## src/rtl/core/sha1md_pkg.sv

```systemverilog
package sha1md_pkg;

	localparam int unsigned ROUNDS = 80;
	localparam int unsigned RND_W  = 7;
	localparam int unsigned WORDS  = 16;

	localparam logic [31:0] K_ROUND0 = 32'h5a827999;
	localparam logic [31:0] K_ROUND1 = 32'h6ed9eba1;
	localparam logic [31:0] K_ROUND2 = 32'h8f1bbcdc;
	localparam logic [31:0] K_ROUND3 = 32'hca62c1d6;

	localparam logic [7:0] PAD_MARK = 8'h80;

	// Round variables a..e, also used for the chaining value.
	typedef struct packed {
		logic [31:0] a;
		logic [31:0] b;
		logic [31:0] c;
		logic [31:0] d;
		logic [31:0] e;
	} vars_t;

	localparam vars_t IV = vars_t'{
		a: 32'h67452301,
		b: 32'hefcdab89,
		c: 32'h98badcfe,
		d: 32'h10325476,
		e: 32'hc3d2e1f0
	};

	// Commands to the message schedule window.
	typedef struct packed {
		logic load;	// shift in a freshly packed message word
		logic step;	// shift in the next expanded schedule word
	} sched_cmd_t;

	function automatic logic [31:0] rotl32(input logic [31:0] x, input int unsigned n);
		return (x << n) | (x >> (32 - n));
	endfunction

endpackage

```

## src/rtl/core/sha1md_sched.sv

```systemverilog
module sha1md_sched (
	input  logic                    clk,
	input  sha1md_pkg::sched_cmd_t  cmd,
	input  logic [31:0]             load_word,
	output logic [31:0]             w_cur
);
	import sha1md_pkg::*;

	// Rolling window: w_q[0] is the word used by the current round.
	logic [31:0] w_q [WORDS];
	logic [31:0] w_new;

	assign w_new = rotl32(w_q[13] ^ w_q[8] ^ w_q[2] ^ w_q[0], 1);
	assign w_cur = w_q[0];

	always_ff @(posedge clk) begin
		if (cmd.load || cmd.step) begin
			for (int i = 0; i < WORDS - 1; i++) begin
				w_q[i] <= w_q[i + 1];
			end
			w_q[WORDS - 1] <= cmd.load ? load_word : w_new;
		end
	end

endmodule

```

## src/rtl/core/sha1md_round.sv

```systemverilog
module sha1md_round (
	input  logic [sha1md_pkg::RND_W-1:0] rnd,
	input  sha1md_pkg::vars_t            cur,
	input  logic [31:0]                  w,
	output sha1md_pkg::vars_t            nxt
);
	import sha1md_pkg::*;

	logic [31:0] f;
	logic [31:0] k;

	// Pick the round function and constant by round group.
	always_comb begin
		priority if (rnd < RND_W'(20)) begin
			f = (cur.b & cur.c) | (~cur.b & cur.d);
			k = K_ROUND0;
		end else if (rnd < RND_W'(40)) begin
			f = cur.b ^ cur.c ^ cur.d;
			k = K_ROUND1;
		end else if (rnd < RND_W'(60)) begin
			f = (cur.b & cur.c) ^ (cur.b & cur.d) ^ (cur.c & cur.d);
			k = K_ROUND2;
		end else begin
			f = cur.b ^ cur.c ^ cur.d;
			k = K_ROUND3;
		end
	end

	always_comb begin
		nxt.a = rotl32(cur.a, 5) + f + cur.e + k + w;
		nxt.b = cur.a;
		nxt.c = rotl32(cur.b, 30);
		nxt.d = cur.c;
		nxt.e = cur.d;
	end

endmodule

```

## src/rtl/core/sha1_message_digest.sv

```systemverilog
// SHA-1 digest of a byte stream.
//
// Input channel (in_valid / in_stall): one transaction per message byte.
// has_byte qualifies data_byte; last_byte ends the message after this
// transaction. A transaction with has_byte low and last_byte high ends an
// empty message; one with both low changes nothing.
// Output channel (out_valid / out_stall): five transactions per message,
// digest words a..e with word_index 0..4; last_word marks word e.
//
// Timing: a byte that does not complete a 64-byte block is taken at once.
// A byte that completes a block holds in_stall high for the 80 rounds
// through the single round unit and the fold into the chaining value.
// After the last transaction the padding is fed one byte per cycle
// (9 to 72 bytes) with one or two more compressions, then the five
// digest words are offered one per cycle while out_stall is low.
// The input is stalled for the whole time a message is finished and its
// digest is out; a stalled output simply holds the current word.
// Reset (arst_n low) loads the initial vector and clears the length and
// byte position; the block is ready for bytes as soon as reset is released.
module sha1_message_digest (
	input  logic        clk,
	input  logic        arst_n,
	input  logic        in_valid,
	output logic        in_stall,
	input  logic [7:0]  data_byte,
	input  logic        has_byte,
	input  logic        last_byte,
	output logic        out_valid,
	input  logic        out_stall,
	output logic [31:0] digest_word,
	output logic [2:0]  word_index,
	output logic        last_word
);
	import sha1md_pkg::*;

	typedef enum logic [4:0] {
		S_IDLE = 5'b00001,
		S_COMP = 5'b00010,
		S_FIN  = 5'b00100,
		S_PAD  = 5'b01000,
		S_OUT  = 5'b10000
	} state_t;

	state_t             state_q;
	vars_t              chain_q;
	vars_t              wv_q;
	vars_t              wv_nxt;
	logic [63:0]        bits_q;
	logic [5:0]         pos_q;
	logic [23:0]        pack_q;
	logic [RND_W-1:0]   rnd_q;
	logic [2:0]         idx_q;
	logic               mark_q;	// 0x80 already appended
	logic               len_q;	// length bytes under way
	// A last byte that fills a block must resume padding after compression.
	logic               pad_req_q;

	logic               in_acc;
	logic               out_acc;
	logic               put_en;
	logic [7:0]         put_byte;
	logic [7:0]         pad_byte;
	logic [31:0]        w_cur;
	sched_cmd_t         sched_cmd;

	assign in_stall  = (state_q != S_IDLE);
	assign out_valid = (state_q == S_OUT);
	assign in_acc    = in_valid && !in_stall;
	assign out_acc   = out_valid && !out_stall;

	// Padding byte: marker, zeros up to slot 56, then the length big-endian.
	always_comb begin
		priority if (!mark_q) begin
			pad_byte = PAD_MARK;
		end else if (len_q || pos_q == 6'd56) begin
			pad_byte = bits_q[{~pos_q[2:0], 3'b000} +: 8];
		end else begin
			pad_byte = 8'h00;
		end
	end

	assign put_en   = (in_acc && has_byte) || (state_q == S_PAD);
	assign put_byte = (state_q == S_PAD) ? pad_byte : data_byte;

	// Push a full word into the schedule window on its fourth byte.
	assign sched_cmd.load = put_en && (pos_q[1:0] == 2'd3);
	assign sched_cmd.step = (state_q == S_COMP);

	sha1md_sched u_sched (
		.clk       (clk),
		.cmd       (sched_cmd),
		.load_word ({pack_q, put_byte}),
		.w_cur     (w_cur)
	);

	sha1md_round u_round (
		.rnd (rnd_q),
		.cur (wv_q),
		.w   (w_cur),
		.nxt (wv_nxt)
	);

	always_ff @(posedge clk) begin
		if (put_en) begin
			pack_q <= {pack_q[15:0], put_byte};
		end
	end

	always_ff @(posedge clk or negedge arst_n) begin
		if (!arst_n) begin
			state_q <= S_IDLE;
			chain_q <= IV;
			wv_q    <= '0;
			bits_q  <= '0;
			pos_q   <= '0;
			rnd_q   <= '0;
			idx_q   <= '0;
			mark_q  <= 1'b0;
			len_q   <= 1'b0;
		end else begin
			if (put_en) begin
				pos_q <= pos_q + 6'd1;
			end
			unique case (state_q)
				S_IDLE: begin
					if (in_acc) begin
						if (has_byte) begin
							bits_q <= bits_q + 64'd8;
						end
						// Block full: start compression, padding follows if last.
						if (has_byte && pos_q == 6'd63) begin
							wv_q    <= chain_q;
							rnd_q   <= '0;
							state_q <= S_COMP;
						end else if (last_byte) begin
							state_q <= S_PAD;
						end
					end
				end
				S_PAD: begin
					mark_q <= 1'b1;
					if (mark_q && pos_q == 6'd56) begin
						len_q <= 1'b1;
					end
					if (pos_q == 6'd63) begin
						wv_q    <= chain_q;
						rnd_q   <= '0;
						state_q <= S_COMP;
					end
				end
				S_COMP: begin
					wv_q  <= wv_nxt;
					rnd_q <= rnd_q + RND_W'(1);
					if (rnd_q == RND_W'(ROUNDS - 1)) begin
						state_q <= S_FIN;
					end
				end
				S_FIN: begin
					chain_q.a <= chain_q.a + wv_q.a;
					chain_q.b <= chain_q.b + wv_q.b;
					chain_q.c <= chain_q.c + wv_q.c;
					chain_q.d <= chain_q.d + wv_q.d;
					chain_q.e <= chain_q.e + wv_q.e;
					// Return to padding, to the digest, or to new bytes.
					priority if (len_q) begin
						idx_q   <= '0;
						state_q <= S_OUT;
					end else if (mark_q || pad_req_q) begin
						state_q <= S_PAD;
					end else begin
						state_q <= S_IDLE;
					end
				end
				S_OUT: begin
					if (out_acc) begin
						if (idx_q == 3'd4) begin
							// Start a fresh message.
							chain_q <= IV;
							bits_q  <= '0;
							pos_q   <= '0;
							mark_q  <= 1'b0;
							len_q   <= 1'b0;
							idx_q   <= '0;
							state_q <= S_IDLE;
						end else begin
							idx_q <= idx_q + 3'd1;
						end
					end
				end
				default: begin
					state_q <= S_IDLE;
				end
			endcase
		end
	end

	always_ff @(posedge clk or negedge arst_n) begin
		if (!arst_n) begin
			pad_req_q <= 1'b0;
		end else if (in_acc && last_byte) begin
			pad_req_q <= 1'b1;
		end else if (state_q == S_PAD) begin
			pad_req_q <= 1'b0;
		end
	end

	always_comb begin
		unique case (idx_q)
			3'd0:    digest_word = chain_q.a;
			3'd1:    digest_word = chain_q.b;
			3'd2:    digest_word = chain_q.c;
			3'd3:    digest_word = chain_q.d;
			default: digest_word = chain_q.e;
		endcase
	end

	assign word_index = idx_q;
	assign last_word  = (idx_q == 3'd4);

	a_state_onehot: assert property (@(posedge clk) disable iff (!arst_n)
		$onehot(state_q))
		else $error("state register not one-hot");

	a_idx_range: assert property (@(posedge clk) disable iff (!arst_n)
		out_valid |-> idx_q <= 3'd4)
		else $error("digest word index out of range");

	a_comp_start: assert property (@(posedge clk) disable iff (!arst_n)
		$rose(state_q == S_COMP) |-> rnd_q == '0)
		else $error("compression started at nonzero round");

	a_msg_restart: assert property (@(posedge clk) disable iff (!arst_n)
		(out_acc && last_word) |=> (pos_q == '0 && bits_q == '0 && !mark_q))
		else $error("message state not cleared after digest");

	a_block_boundary: assert property (@(posedge clk) disable iff (!arst_n)
		$rose(state_q == S_COMP) |-> pos_q == '0)
		else $error("compression started off a block boundary");

endmodule
```

## config.mk

```make
export PLATFORM = sky130hd
export DESIGN_NAME = sha1_message_digest
export DESIGN_NICKNAME = d
export VERILOG_FILES = /design/src/rtl/core/sha1md_pkg.sv /design/src/rtl/core/sha1md_sched.sv /design/src/rtl/core/sha1md_round.sv /design/src/rtl/core/sha1_message_digest.sv
export SDC_FILE = /design/constraint.sdc
export NUM_CORES = 2
export LEC_CHECK = 0
export ABC_AREA = 1
export BUFFER_PORTS_ARGS = -buffer_cell sky130_fd_sc_hd__buf_2
export CORE_ASPECT_RATIO = 0.7
export CORE_MARGIN = 1
export CORE_UTILIZATION = 25
export CTS_BUF_LIST = sky130_fd_sc_hd__clkbuf_4
export DETAILED_ROUTE_END_ITERATION = 12
export GPL_TIMING_DRIVEN = 0
export MAX_ROUTING_LAYER = met4
export PLACE_DENSITY = 0.38
export SLEW_MARGIN = 30
export SYNTH_ARGS = -nofsm -noshare
export SYNTH_HDL_FRONTEND = slang
export SYNTH_SLANG_ARGS = --single-unit
```

## constraint.sdc

```tcl
create_clock -name clk -period 25.7 [get_ports clk]
set_clock_uncertainty 0.2 [all_clocks]
set_input_delay 5.14 -clock clk [delete_from_list [all_inputs] [get_ports clk]]
set_output_delay 5.14 -clock clk [all_outputs]
set_load 0.005 [all_outputs]
```

# == Word-level counts from Yosys, hierarchy flattened ==
# Memory sizes are Yosys's and may differ from the RTL's.
# Index checks and enable logic that the tools add are counted.
# classes
n_bitwise,17
add_sub_neg,13
n_mux,54
reduce_logical,26
magnitude_cmp,3
shift,1
n_eq_ne,24
# ops
operator,n
two-way mux 160 bit,5
one-hot mux 160 bit (3 select lines),1
one-hot mux 160 bit (2 select lines),1
adder 32 bit,9
two-way mux 64 bit,4
bitwise XOR 32 bit,7
two-way mux 32 bit,6
AND 32 bit,4
one-hot mux 32 bit (4 select lines),1
one-hot mux 64 bit (2 select lines),1
"adder 64 x 4 -> 64 bit, second input constant",1
variable part select 64 x 7 -> 8 bit,1
two-way mux 5 bit,8
NOT 32 bit,1
bitwise OR 32 x 1 -> 32 bit,1
bitwise OR 32 x 30 -> 32 bit,1
bitwise OR 32 bit,1
bitwise OR 32 x 5 -> 32 bit,1
two-way mux 31 bit,1
one-hot mux 5 bit (5 select lines),1
two-way mux 6 bit,4
two-way mux 8 bit,3
two-way mux 7 bit,3
one-hot mux 7 bit (3 select lines),1
36 further kinds,71
# word_totals
mem_count,1
wordCells,158
in_bits,14
ramBits,512
reg_bits,432
output_inout_bits,38
# mem_list
memory,depth,width,rd,rd_clocked_by_memory_dff,wr,line,source
u_sched.w_q,16,32,16,0,16,sha1md_sched.sv:10,logic [31:0] w_q [WORDS];

# == Logic depth before layout (Yosys ltp) ==
# depth
depth_word,11
depth_mapped,25
ltp_nobuf,23

# == By module ==
# A second synthesis with hierarchy kept.
# unflattened
cells_unflattened,6933
hier_area_um2,57696.6
# by_module_without_submodules
module,seq_area_each_um2,area_per_inst_um2,cells_each,n_inst
sha1_message_digest,10956.8,32311.0,4791,1
sha1md_sched,15374.7,18001.0,1097,1
sha1md_round,0.0,7384.6,1045,1

# == Worst setup path after synthesis ==
# Ideal clock, no wire load.
# synth_path
kind,in2reg
startpoint,in has_byte
endpoint,mem u_sched.w_q[0][0] (enable)
arrival_ns,17.601
required_time_ns,24.595
path_stages,4
setup_time_ns,0.905
n_path_buf,0
path_slack_ns,6.993
cell_sequence,inv_1 o31ai_2 nand2_1 nand2_1
# synth_rtl
item,line,source
"start, declared",sha1_message_digest.sv:26,"input logic has_byte,"
"end, declared",sha1md_sched.sv:10,

# == Final worst setup path ==
# layout_path
startpoint,"reg idx_q[2], in the netlist word_index[2]"
endpoint,out digest_word[24]
# layout_between
elab_chain_cells,2
elab_cells_between_ends,5
classes_between,eq/ne: 3; mux: 1; reduce/logical: 1
# layout_rtl
item,line,source
"start, declared",sha1_message_digest.sv:52,logic [2:0] idx_q;
"start signal, assigned",sha1_message_digest.sv:186,idx_q <= idx_q + 3'd1;
"equality test 3 x 2 -> 1 bit, or another cell as far along",sha1_message_digest.sv:208,unique case (idx_q)
one-hot mux 32 bit (4 select lines) (*),sha1_message_digest.sv:208,
"end, declared",sha1_message_digest.sv:30,"output logic [31:0] digest_word,"
# Every way passes the cells marked *; elsewhere a longest branch is shown, timed or not.

==> impl_metrics.json <==
{
  "drive_gt1_share_pct": 11.22,
  "die-width_um": 550.4,
  "setup_viol": 0,
  "ys_types": 61,
  "antenna_found_initial": 22,
  "fillerInstances": 22472,
  "cp.arrival_ps": 4890,
  "rsz0062_at_grt": "no",
  "yosys.area.top_type": "edfxtp_1",
  "min_period_over_period_pct": 39.80,
  "yosys_register_bits": 941,
  "drt-pass1-iter-count": 7,
  "core_um2": 208600,
  "start_util_pct": 25.23,
  "cts-resized-gates": 0,
  "grt_pass1_wl_um": 346400,
  "root_buffer": "clkbuf_4",
  "yosys_warnings": 0,
  "drc": 0,
  "routed_wl_um": 253800,
  "cts.sink_count": 941,
  "viasPerCell": 5.023,
  "clockBufferDepth": 4,
  "fin_nets": 6498,
  "synth.area.top_cells": "edfxtp_1 31%, dfrtp_1 15%, nand2_1 8.6%, inv_1 5.7%, ha_1 5.0%",
  "cts_buffers": 277,
  "hold_buffers": 0,
  "crit_fanout": 10,
  "die_height_um": 385.9,
  "synth_top_area_share_pct": 30.58,
  "critPathKind": "flip-flop to output port",
  "hold_violations": 0,
  "final_common_cell": "nand2_1",
  "ant_nets": 0,
  "ys_seq_area_share_pct": 50.02,
  "final_cell_mix": "1,206 x nand2_1, 802 x inv_1, 548 x nor2_1",
  "syn2layout_area_growth_pct": 15.12,
  "postCtsSetupBuffers": 0,
  "hpwl_um": 204000,
  "grt_use_total_pct": 24.38,
  "hold_path_class": "flip-flop to flip-flop",
  "place.gp.congestion": 1.035,
  "async_flop_share_pct": 43.04,
  "status": "completed",
  "avgSynthCellArea_um2": 9.083,
  "fmax_mhz": 97.76,
  "syn_nets": 6136,
  "synth_cells": 5795,
  "overflow": 0,
  "clk_latency_ps": 1130,
  "cts_tree": "done",
  "io_buffer_count": 51,
  "required_ps": 20360,
  "clk_pin_slew_ps": 60,
  "final.min_clock_period_ps": 10230,
  "multi_input_area_um2": 22560,
  "cp-end-kind": "output port",
  "h-tree-depth": 5,
  "ioPinCount": 52,
  "maxCapViolCount": 0,
  "grt_pass1_vias": 42472,
  "first_iter_violations": 5547,
  "tightest_slew_ps": 1114,
  "slew_violations": 0,
  "synth_edf_count": 536,
  "wl_per_cell_um": 27.80,
  "std_cell_rows": 140,
  "vias": 45860,
  "cp-start-kind": "flip-flop",
  "tns_ps": 0,
  "die-area_um2": 212400,
  "ff_latch_area_um2": 26330,
  "ys.flop_type": "edfxtp_1",
  "max_slew_margin_pct": 25.76,
  "grt_max_degree": 73,
  "mappedNetlistArea_um2": 52640
}
[cells by family after synthesis]
kind of cell	Yosys count	share of synthesized area (%)
DFF	941	50.02
adders and majority gates	327	9.442
and+or+nand+nor	2230	17.43
AOI/OAI and AO/OA	1119	12.40
buffers and inverters	966	7.172
xor gates and xnor gates	212	3.528
[flip-flops by register name, summed over array words and instances (netlist names)]
signal / count
word_index: 3
pos_q: 6
pad_req_q: 1
mark_q: 1
chain_q: 160
pack_q: 24
rnd_q: 7
u_sched.w_q: 512
state_q: 5
len_q: 1
bits_q: 61
wv_q: 160
[cell usage after synthesis, types with 6 or more instances]
cell,count
and2_1,8
or2_1,9
o22ai_1,206
buf_6,8
inv_2,9
xor2_1,74
nand3_1,276
a21boi_0,11
clkbuf_1,86
o31ai_1,28
buf_4,7
o21a_1,17
a221oi_1,49
nor3_1,83
edfxtp_1,536
ha_1,210
and3_1,6
nand2_1,1207
o21ai_1,9
nor4_1,10
a21o_1,22
o21ai_0,293
nand3b_1,7
o21bai_1,28
nand4_1,51
inv_1,802
nor2_1,550
o221ai_1,8
o31ai_2,6
a21oi_1,392
o211ai_1,10
a211oi_1,20
dfrtp_1,324
fa_1,117
xnor2_1,138
buf_2,46
dfstp_2,81
[stage by stage]
step | setup slack, ps | util (%) | hold WS (ps) | instance area (um^2) | std cells
finish | 15470 | 29.05 | 185.3 | 60600 | 9130
global route | 15300 | 29.04 | 168.6 | 60580 | 9123
global placement | 676.2 | 27.01 | 200.2 | 56360 | 8615
detailed placement | 16890 | 27.39 | 204.5 | 57140 | 8647
CTS | 15620 | 29.03 | 170.3 | 60560 | 9117
floorplan | 6994 | - | 200.3 | 52640 | 5795
[metal layers]
layer	track usage [%]	routed length, um	up-vias
met5	-	0	-
met1	38.99	132700	22844
met3	8.313	30210	324
met2	27.28	84970	2256
li1	-	-	20436
met4	5.722	5859	0
[worst paths after layout]
check                                     from                  end  slack [ps]  cells past startpoint
max                              word_index[2]      digest_word[24]       15470                      9
min                        u_sched.w_q[0][247]  u_sched.w_q[0][215]         190                      0
max reg2reg                           rnd_q[4]            wv_q[157]       19360                     21
min reg2reg                u_sched.w_q[0][247]  u_sched.w_q[0][215]         190                      0
max in group asynchronous               arst_n          chain_q[42]       19960                      4
min in group asynchronous               arst_n         chain_q[113]        3720                      1
[critical path, stage by stage (launching register included)]
cell and delay, ps:
dfrtp_1 440, clkinv_1 380, ha_1 340, clkbuf_1 290
inv_1 350, clkbuf_1 510, o22ai_1 430, a221oi_1 640
nand2_1 210, buf_2 190
[layout make-up]
cell class,count,share of cell area (%)
timing repair buffer,83,1.625
multi-input combinational,3888,37.23
sequential,941,43.45
clock buffer,400,4.956
buffer,149,1.212
tap,2769,5.717
inverter,817,5.069
clock inverter,70,0.6793
antenna,13,0.05368
Power is not shown: default switching activity piles up to over one toggle a cycle in this logic, so the estimate is an artifact.
